**config.mk**
```make
export PLATFORM = sky130hd
export DESIGN_NAME = hsv_to_rgb_converter_core
export DESIGN_NICKNAME = d
export VERILOG_FILES = /design/src/hw/rtl/hsv2rgb_pkg.sv /design/src/hw/rtl/hsv2rgb_front.sv /design/src/hw/rtl/hsv2rgb_terms.sv /design/src/hw/rtl/hsv2rgb_scale.sv /design/src/hw/rtl/hsv_to_rgb_converter_core.sv
export VERILOG_INCLUDE_DIRS = /design/src /design/src/hw/rtl
export SDC_FILE = /design/constraint.sdc
export NUM_CORES = 2
export LEC_CHECK = 0
export ABC_AREA = 1
export ABC_CLOCK_PERIOD_IN_PS = 12100
export BUFFER_PORTS_ARGS = -buffer_cell sky130_fd_sc_hd__buf_2
export CORE_UTILIZATION = 50
export CTS_CLUSTER_DIAMETER = 200
export DETAILED_ROUTE_END_ITERATION = 16
export HOLD_SLACK_MARGIN = 0.02
export PLACE_DENSITY = 0.77
export SYNTH_ARGS = -nofsm -noshare
export SYNTH_HDL_FRONTEND = slang
export SYNTH_SLANG_ARGS = --single-unit
```
**constraint.sdc**
```tcl
create_clock -name i_clk -period 12.1 [get_ports i_clk]
set_clock_uncertainty 0.1 [all_clocks]
set_input_delay 3.63 -clock i_clk [delete_from_list [all_inputs] [get_ports i_clk]]
set_output_delay 3.63 -clock i_clk [all_outputs]
set_load 0.05 [all_outputs]
```
**src/hw/rtl/hsv_to_rgb_converter_core_macros.svh**
```systemverilog
// Assertion macros for the HSV to RGB converter core.
// No dependencies; included by the top level.
`ifndef HSV_TO_RGB_CONVERTER_CORE_MACROS_SVH
`define HSV_TO_RGB_CONVERTER_CORE_MACROS_SVH

// Check a property while out of reset.
`define HSV2RGB_ASSERT(lbl, clk, rstn, prop, msg) \
    lbl: assert property (@(posedge clk) disable iff (!rstn) prop) else $error(msg);

// Check a property at every edge, reset included.
`define HSV2RGB_ASSERT_ALWAYS(lbl, clk, prop, msg) \
    lbl: assert property (@(posedge clk) prop) else $error(msg);

`endif

```
**src/hw/rtl/hsv2rgb_pkg.sv**
```systemverilog
// Shared types and constants for the HSV to RGB converter pipeline.
// No dependencies.
`default_nettype none

package hsv2rgb_pkg;

    localparam int HUE_W   = 9;
    localparam int PCT_W   = 7;
    localparam int LEVEL_W = 8;
    localparam int PROD_W  = 14;
    localparam int TERM_W  = 20;
    localparam int Y_W     = 18;
    localparam int RECIP_W = 19;
    localparam int K_W     = 6;

    localparam logic [PCT_W-1:0]   FULL_PCT   = 7'd100;
    localparam logic [K_W-1:0]     DEG_SECTOR = 6'd60;
    localparam logic [RECIP_W-1:0] RECIP_625  = 19'd429497;
    localparam int                 RECIP_SHIFT = 28;

    localparam logic [2:0] SEC_RED_YEL  = 3'd0;
    localparam logic [2:0] SEC_YEL_GRN  = 3'd1;
    localparam logic [2:0] SEC_GRN_CYN  = 3'd2;
    localparam logic [2:0] SEC_CYN_BLU  = 3'd3;
    localparam logic [2:0] SEC_BLU_MAG  = 3'd4;
    localparam logic [2:0] SEC_MAG_RED  = 3'd5;

    typedef struct packed {
        logic [2:0] sector;
        logic       grey;
    } t_ctrl;

    typedef struct packed {
        logic [Y_W-1:0] lo;
        logic [Y_W-1:0] mid;
        logic [Y_W-1:0] hi;
    } t_lanes;

    typedef struct packed {
        logic [LEVEL_W-1:0] lo;
        logic [LEVEL_W-1:0] mid;
        logic [LEVEL_W-1:0] hi;
    } t_levels;

endpackage

`default_nettype wire

```
**src/hw/rtl/hsv2rgb_front.sv**
```systemverilog
// First stage: clamp, chroma product, hue sector and intermediate weight.
// Depends on hsv2rgb_pkg.
`default_nettype none

module hsv2rgb_front
    import hsv2rgb_pkg::*;
(
    input  wire logic              i_clk,
    input  wire logic              i_rst_n,
    input  wire logic              i_en,
    input  wire logic              i_valid,
    input  wire logic [HUE_W-1:0]  i_hue,
    input  wire logic [PCT_W-1:0]  i_sat,
    input  wire logic [PCT_W-1:0]  i_val,
    output logic                   o_valid,
    output logic [PROD_W-1:0]      o_chroma,
    output logic [PROD_W-1:0]      o_vfull,
    output logic [K_W-1:0]         o_k,
    output t_ctrl                  o_ctrl
);

    logic [PCT_W-1:0]  sat_c;
    logic [PCT_W-1:0]  val_c;
    logic [HUE_W-1:0]  base;
    logic [HUE_W-1:0]  off_full;
    logic [K_W-1:0]    off;
    t_ctrl             n_ctrl;
    logic [K_W-1:0]    n_k;

    logic              r_valid;
    logic [PROD_W-1:0] r_chroma;
    logic [PROD_W-1:0] r_vfull;
    logic [K_W-1:0]    r_k;
    t_ctrl             r_ctrl;

    always_comb begin
        sat_c = (i_sat > FULL_PCT) ? FULL_PCT : i_sat;
        val_c = (i_val > FULL_PCT) ? FULL_PCT : i_val;
        n_ctrl.grey = 1'b0;
        priority if (i_hue < 9'd60) begin
            n_ctrl.sector = SEC_RED_YEL;
            base = 9'd0;
        end else if (i_hue < 9'd120) begin
            n_ctrl.sector = SEC_YEL_GRN;
            base = 9'd60;
        end else if (i_hue < 9'd180) begin
            n_ctrl.sector = SEC_GRN_CYN;
            base = 9'd120;
        end else if (i_hue < 9'd240) begin
            n_ctrl.sector = SEC_CYN_BLU;
            base = 9'd180;
        end else if (i_hue < 9'd300) begin
            n_ctrl.sector = SEC_BLU_MAG;
            base = 9'd240;
        end else if (i_hue < 9'd360) begin
            n_ctrl.sector = SEC_MAG_RED;
            base = 9'd300;
        end else begin
            n_ctrl.sector = SEC_RED_YEL;
            n_ctrl.grey   = 1'b1;
            base = 9'd0;
        end
        off_full = i_hue - base;
        off      = off_full[K_W-1:0];
        n_k      = n_ctrl.sector[0] ? (DEG_SECTOR - off) : off;
    end

    always_ff @(posedge i_clk) begin
        if (!i_rst_n) begin
            r_valid <= 1'b0;
        end else if (i_en) begin
            r_valid <= i_valid;
        end
    end

    always_ff @(posedge i_clk) begin
        if (i_en) begin
            r_chroma <= PROD_W'(val_c * sat_c);
            r_vfull  <= PROD_W'(val_c * FULL_PCT);
            r_k      <= n_k;
            r_ctrl   <= n_ctrl;
        end
    end

    assign o_valid  = r_valid;
    assign o_chroma = r_chroma;
    assign o_vfull  = r_vfull;
    assign o_k      = r_k;
    assign o_ctrl   = r_ctrl;

endmodule

`default_nettype wire

```
**src/hw/rtl/hsv2rgb_terms.sv**
```systemverilog
// Second and third stages: minimum and weighted chroma products, then the
// three channel terms scaled by 17/64. Depends on hsv2rgb_pkg.
`default_nettype none

module hsv2rgb_terms
    import hsv2rgb_pkg::*;
(
    input  wire logic              i_clk,
    input  wire logic              i_rst_n,
    input  wire logic              i_en,
    input  wire logic              i_valid,
    input  wire logic [PROD_W-1:0] i_chroma,
    input  wire logic [PROD_W-1:0] i_vfull,
    input  wire logic [K_W-1:0]    i_k,
    input  wire t_ctrl             i_ctrl,
    output logic                   o_valid,
    output t_lanes                 o_lanes,
    output t_ctrl                  o_ctrl
);

    logic [PROD_W-1:0] min_lvl;
    logic [TERM_W-1:0] t_lo;
    logic [TERM_W-1:0] t_mid;
    logic [TERM_W-1:0] t_hi;
    logic [23:0]       x_lo;
    logic [23:0]       x_mid;
    logic [23:0]       x_hi;

    logic              r_valid_a;
    logic [TERM_W-1:0] r_m60;
    logic [TERM_W-1:0] r_ck;
    logic [TERM_W-1:0] r_c60;
    t_ctrl             r_ctrl_a;

    logic              r_valid_b;
    t_lanes            r_lanes;
    t_ctrl             r_ctrl_b;

    assign min_lvl = i_vfull - i_chroma;

    always_comb begin
        t_lo  = r_m60;
        t_mid = r_m60 + r_ck;
        t_hi  = r_m60 + r_c60;
        x_lo  = {t_lo,  4'd0} + {4'd0, t_lo};
        x_mid = {t_mid, 4'd0} + {4'd0, t_mid};
        x_hi  = {t_hi,  4'd0} + {4'd0, t_hi};
    end

    always_ff @(posedge i_clk) begin
        if (!i_rst_n) begin
            r_valid_a <= 1'b0;
            r_valid_b <= 1'b0;
        end else if (i_en) begin
            r_valid_a <= i_valid;
            r_valid_b <= r_valid_a;
        end
    end

    always_ff @(posedge i_clk) begin
        if (i_en) begin
            r_m60     <= TERM_W'(min_lvl * DEG_SECTOR);
            r_ck      <= TERM_W'(i_chroma * i_k);
            r_c60     <= TERM_W'(i_chroma * DEG_SECTOR);
            r_ctrl_a  <= i_ctrl;
            r_lanes.lo  <= x_lo[Y_W+5:6];
            r_lanes.mid <= x_mid[Y_W+5:6];
            r_lanes.hi  <= x_hi[Y_W+5:6];
            r_ctrl_b  <= r_ctrl_a;
        end
    end

    assign o_valid = r_valid_b;
    assign o_lanes = r_lanes;
    assign o_ctrl  = r_ctrl_b;

endmodule

`default_nettype wire

```
**src/hw/rtl/hsv2rgb_scale.sv**
```systemverilog
// Fourth stage: divide each lane by 625 through a reciprocal product.
// Depends on hsv2rgb_pkg.
`default_nettype none

module hsv2rgb_scale
    import hsv2rgb_pkg::*;
(
    input  wire logic   i_clk,
    input  wire logic   i_rst_n,
    input  wire logic   i_en,
    input  wire logic   i_valid,
    input  wire t_lanes i_lanes,
    input  wire t_ctrl  i_ctrl,
    output logic        o_valid,
    output t_levels     o_levels,
    output t_ctrl       o_ctrl
);

    localparam int P_W = Y_W + RECIP_W;

    logic [P_W-1:0] p_lo;
    logic [P_W-1:0] p_mid;
    logic [P_W-1:0] p_hi;

    logic    r_valid;
    t_levels r_levels;
    t_ctrl   r_ctrl;

    always_comb begin
        p_lo  = P_W'(i_lanes.lo)  * P_W'(RECIP_625);
        p_mid = P_W'(i_lanes.mid) * P_W'(RECIP_625);
        p_hi  = P_W'(i_lanes.hi)  * P_W'(RECIP_625);
    end

    always_ff @(posedge i_clk) begin
        if (!i_rst_n) begin
            r_valid <= 1'b0;
        end else if (i_en) begin
            r_valid <= i_valid;
        end
    end

    always_ff @(posedge i_clk) begin
        if (i_en) begin
            r_levels.lo  <= p_lo[RECIP_SHIFT+LEVEL_W-1:RECIP_SHIFT];
            r_levels.mid <= p_mid[RECIP_SHIFT+LEVEL_W-1:RECIP_SHIFT];
            r_levels.hi  <= p_hi[RECIP_SHIFT+LEVEL_W-1:RECIP_SHIFT];
            r_ctrl       <= i_ctrl;
        end
    end

    assign o_valid  = r_valid;
    assign o_levels = r_levels;
    assign o_ctrl   = r_ctrl;

endmodule

`default_nettype wire

```
**src/hw/rtl/hsv_to_rgb_converter_core.sv**
```systemverilog
// HSV to RGB converter, top level: stream ports, stall control, channel
// routing and output register. Depends on hsv2rgb_pkg, the pipeline stages
// and hsv_to_rgb_converter_core_macros.svh.
//
// Usage:
//   Slave channel takes one pixel per item: hue in degrees, saturation and
//   value in percent. Master channel gives 8-bit red, green and blue.
//   Saturation or value above 100 counts as 100; hue of 360 or more gives
//   grey at the minimum level.
//   Results reach the master side through the five register stages
//   (sector, products, terms, reciprocal divide, channel routing); one item
//   is taken per cycle while the receiver does not stall the output.
//   Every stage advances together whenever the output register is empty or
//   being taken, so o_s_axis_tready follows i_m_axis_tready while the
//   output holds an item. A stalled receiver freezes the whole pipeline;
//   nothing is dropped or repeated.
//   Reset clears every valid bit; the block accepts items as soon as reset
//   is released.
`default_nettype none
`include "hsv_to_rgb_converter_core_macros.svh"

module hsv_to_rgb_converter_core
    import hsv2rgb_pkg::*;
(
    input  wire logic        i_clk,
    input  wire logic        i_rst_n,
    input  wire logic        i_s_axis_tvalid,
    output logic             o_s_axis_tready,
    // [8:0] hue_degrees, [15:9] saturation_pct, [22:16] value_pct, [23] zero
    input  wire logic [23:0] i_s_axis_tdata,
    output logic             o_m_axis_tvalid,
    input  wire logic        i_m_axis_tready,
    // [7:0] red_level, [15:8] green_level, [23:16] blue_level
    output logic [23:0]      o_m_axis_tdata
);

    logic              adv;
    logic              f_valid;
    logic [PROD_W-1:0] f_chroma;
    logic [PROD_W-1:0] f_vfull;
    logic [K_W-1:0]    f_k;
    t_ctrl             f_ctrl;
    logic              t_valid;
    t_lanes            t_lanes_q;
    t_ctrl             t_ctrl_q;
    logic              s_valid;
    t_levels           s_levels;
    t_ctrl             s_ctrl;

    logic [LEVEL_W-1:0] n_red;
    logic [LEVEL_W-1:0] n_green;
    logic [LEVEL_W-1:0] n_blue;

    logic               r_out_valid;
    logic [LEVEL_W-1:0] r_red;
    logic [LEVEL_W-1:0] r_green;
    logic [LEVEL_W-1:0] r_blue;
    t_ctrl              r_ctrl;

    assign adv = !r_out_valid || i_m_axis_tready;

    hsv2rgb_front u_front (
        .i_clk    (i_clk),
        .i_rst_n  (i_rst_n),
        .i_en     (adv),
        .i_valid  (i_s_axis_tvalid),
        .i_hue    (i_s_axis_tdata[8:0]),
        .i_sat    (i_s_axis_tdata[15:9]),
        .i_val    (i_s_axis_tdata[22:16]),
        .o_valid  (f_valid),
        .o_chroma (f_chroma),
        .o_vfull  (f_vfull),
        .o_k      (f_k),
        .o_ctrl   (f_ctrl)
    );

    hsv2rgb_terms u_terms (
        .i_clk    (i_clk),
        .i_rst_n  (i_rst_n),
        .i_en     (adv),
        .i_valid  (f_valid),
        .i_chroma (f_chroma),
        .i_vfull  (f_vfull),
        .i_k      (f_k),
        .i_ctrl   (f_ctrl),
        .o_valid  (t_valid),
        .o_lanes  (t_lanes_q),
        .o_ctrl   (t_ctrl_q)
    );

    hsv2rgb_scale u_scale (
        .i_clk    (i_clk),
        .i_rst_n  (i_rst_n),
        .i_en     (adv),
        .i_valid  (t_valid),
        .i_lanes  (t_lanes_q),
        .i_ctrl   (t_ctrl_q),
        .o_valid  (s_valid),
        .o_levels (s_levels),
        .o_ctrl   (s_ctrl)
    );

    always_comb begin
        if (s_ctrl.grey) begin
            n_red   = s_levels.lo;
            n_green = s_levels.lo;
            n_blue  = s_levels.lo;
        end else begin
            unique case (s_ctrl.sector)
                SEC_RED_YEL: begin
                    n_red = s_levels.hi;  n_green = s_levels.mid; n_blue = s_levels.lo;
                end
                SEC_YEL_GRN: begin
                    n_red = s_levels.mid; n_green = s_levels.hi;  n_blue = s_levels.lo;
                end
                SEC_GRN_CYN: begin
                    n_red = s_levels.lo;  n_green = s_levels.hi;  n_blue = s_levels.mid;
                end
                SEC_CYN_BLU: begin
                    n_red = s_levels.lo;  n_green = s_levels.mid; n_blue = s_levels.hi;
                end
                SEC_BLU_MAG: begin
                    n_red = s_levels.mid; n_green = s_levels.lo;  n_blue = s_levels.hi;
                end
                default: begin
                    n_red = s_levels.hi;  n_green = s_levels.lo;  n_blue = s_levels.mid;
                end
            endcase
        end
    end

    always_ff @(posedge i_clk) begin
        if (!i_rst_n) begin
            r_out_valid <= 1'b0;
        end else if (adv) begin
            r_out_valid <= s_valid;
        end
    end

    always_ff @(posedge i_clk) begin
        if (adv) begin
            r_red   <= n_red;
            r_green <= n_green;
            r_blue  <= n_blue;
            r_ctrl  <= s_ctrl;
        end
    end

    assign o_s_axis_tready = adv;
    assign o_m_axis_tvalid = r_out_valid;
    assign o_m_axis_tdata  = {r_blue, r_green, r_red};

    `HSV2RGB_ASSERT_ALWAYS(a_reset_clears_out, i_clk, !i_rst_n |=> !o_m_axis_tvalid, "output valid after reset")
    `HSV2RGB_ASSERT(a_grey_equal, i_clk, i_rst_n, (r_out_valid && r_ctrl.grey) |-> (r_red == r_green && r_green == r_blue), "grey pixel has unequal channels")
    `HSV2RGB_ASSERT(a_red_sector_order, i_clk, i_rst_n, (r_out_valid && !r_ctrl.grey && r_ctrl.sector == SEC_RED_YEL) |-> (r_red >= r_green && r_green >= r_blue), "channel order broken in red sector")
    `HSV2RGB_ASSERT(a_stall_freezes, i_clk, i_rst_n, (r_out_valid && !i_m_axis_tready) |=> $stable(s_levels) && $stable(s_valid), "pipeline moved during stall")

endmodule

`default_nettype wire

```
==> impl_metrics.ini <==
[run_status]
status = finished, final reports clean

[placed_design]
preCtsSetupSlack_ps = 3557
gp_congestion = 0.9699
dp_hpwl_um = 72500
portBuffers = 52

[final_layout]
nets = 5578
drive_gt1_frac = 0.03312
syn_to_final_growth_pct = 6.095
fillers = 6643
antenna_cells = 0

[logic_synthesis]
yosysMostFrequentCell = inv_1
ys_seq_elements = 210
synth_edf_count = 205
yosysSeqAreaShare = 0.1649
yosysTopAreaCell = fa_1
syn-cell-area_mm2 = 0.03794
netlist_instances = 4322
yosys_most_used_dff = edfxtp_1
synth_nets = 5511
avgSynthCellArea_um2 = 8.778
async_reset_ff_frac = 0
ys_types = 46
synth_top_area_frac = 0.2691
yosys-top-cells-count = inv_1 (1071), nand2_1 (694), ha_1 (651), fa_1 (510), a21oi_1 (255)
yosys_warnings = 0
synth_top_cells_by_area = fa_1 (27%), ha_1 (21%), edfxtp_1 (16%)

[clocking]
clk_pin_slew_worst_paths_ps = 50
cts-htree-levels = 1
clock-sinks = 210
cts_buffer_depth = 3
cts_resized = 0
numCtsBuffers = 26
worstSkewPairLatency_ps = 590
ctsHoldBuffers = 0
cts_tree = yes
cts_setup_buffers = 0
cts_root_buffer = clkbuf_16

[worst_setup_path]
crit_required_ps = 8370
crit_buf_inv = 3
cp_max_fo = 46
crit_family = buffers and inverters
crit_top_cell = buf_2
crit_path_end_kind = primary output
reg2reg_slack_ps = 6390
cp_slowest_stage_delay_ps = 440
path_cells = buf_2 > nor2_1 > inv_8 > buf_2
crit_slowest_cell = nor2_1
critPathKind = in -> out
cp-start-kind = input pin
crit_arrival_ps = 4800

[drt]
routed_wl_um = 83650
antenna_left = 0
routedWlPerCell_um = 15.56
firstDrtPassIters = 6
drc = 0
vias = 27840
drtIter0Drc = 1700
via_per_inst = 5.177

[job]
cap_violations = 0

[floorplanning]
start_util = 0.5079
core_area_mm2 = 0.07470
die_h_um = 277.5
die-width_um = 277.5
io_pins = 54
rows = 100
dieArea_mm2 = 0.07698

[sta]
tightestPinTransition_ps = 880.1
fin_crit_sh = 0.7053
max_slew_margin = 0.4111
period_needed_ps = 8535
rsz0062_at_grt = false
setup_slack_ps = 3565
fmax_mhz = 117.2
setup_viol_count_final = 0
setup_tns_ps = 0
hold_viol_final = 0
holdWs_ps = 327.8
timing.final.max_slew_violations = 0

[global_routing]
grt_max_degree = 68
grt-ovfl-total = 0
grt_pass1_wl_um = 139800
grt.busiest_layer = met2
first_global_vias = 28470
grtUsageMet1 = 0.2974
met3_usage = 0.02906
grt_usage = 0.2228
use_met2 = 0.3804
antenna_found_initial = 1

[min_path]
hold_class = reg -> reg
[sequential cells by signal (all words and copies together), names as in the netlist, 12 cells and up]
name,cells
u_terms.r_c60,17
u_front.o_chroma,14
u_front.o_vfull,12
u_terms.o_lanes,54
u_scale.o_levels,24
u_terms.r_m60,18
u_terms.r_ck,20
[layout by cell type (no fill, tap or decap), types with 110 or more instances in the layout]
cell type and count:
xor2_1 110, fa_1 510, edfxtp_1 205, nand3_1 138, nand2_1 694, ha_1 651, nor2_1 229, o21ai_0 134
a21oi_1 255, inv_1 1070
[cell families after synthesis]
kind of cell,after synthesis,synth area share
buffers and inverters,1093,0.1082
xor gates and xnor gates,164,0.03786
adders and majority gates,1161,0.4838
AOI/OAI and AO/OA,527,0.07741
DFF,210,0.1649
and+or+nand+nor,1167,0.1278
[layout make-up]
class,count,area [µm²],area share
multi-input cells,3019,27580,0.6851
flip-flops and latches,210,6256,0.1554
inverters,1077,4050,0.1006
well taps,969,1212,0.03012
clock buffers,29,661.9,0.01644
repair buffers,55,282.8,0.007026
clock inverters,18,210.2,0.005223
[worst register-to-register path, cell delays in order, from the launching register on]
cell and delay (ps):
edfxtp_1 660, inv_1 160, ha_1 360, inv_1 160, fa_1 460, fa_1 460, fa_1 510, inv_1 50
fa_1 480, inv_1 50, fa_1 440, ha_1 340, nand2_1 120, inv_1 80, a21oi_1 230, nor2_1 60
nor2_1 140, o21ai_0 200, a21oi_1 220, nand2_1 70, nand2_1 50, nand2_1 40
[routing by layer]
layer / vias up / part of all wire
met5: - / 0
met4: 0 / 0.028
met3: 111 / 0.050
met2: 639 / 0.47
met1: 13270 / 0.45
li1: 13820 / -
[metrics by stage]
step | instances | cell area (µm²) | util
final | 5377 | 40250 | 0.5388
after global routing | 5377 | 40250 | 0.5388
after CTS | 5377 | 40250 | 0.5388
after detailed placement | 5330 | 39380 | 0.5272
after global placement | 5330 | 39380 | 0.5272
after floorplan | 4322 | 37940 | -
[final timing paths]
kind                        from                   end  cells past startpoint
max              i_m_axis_tready       o_s_axis_tready                      4
min            u_front.o_ctrl[0]   u_terms.r_ctrl_a[0]                      0
max reg2reg  u_terms.o_lanes[46]  u_scale.o_levels[22]                     21
min reg2reg    u_front.o_ctrl[0]   u_terms.r_ctrl_a[0]                      0
Power is not shown: default switching activity piles up to over one toggle a cycle in this logic, so the estimate is an artifact.
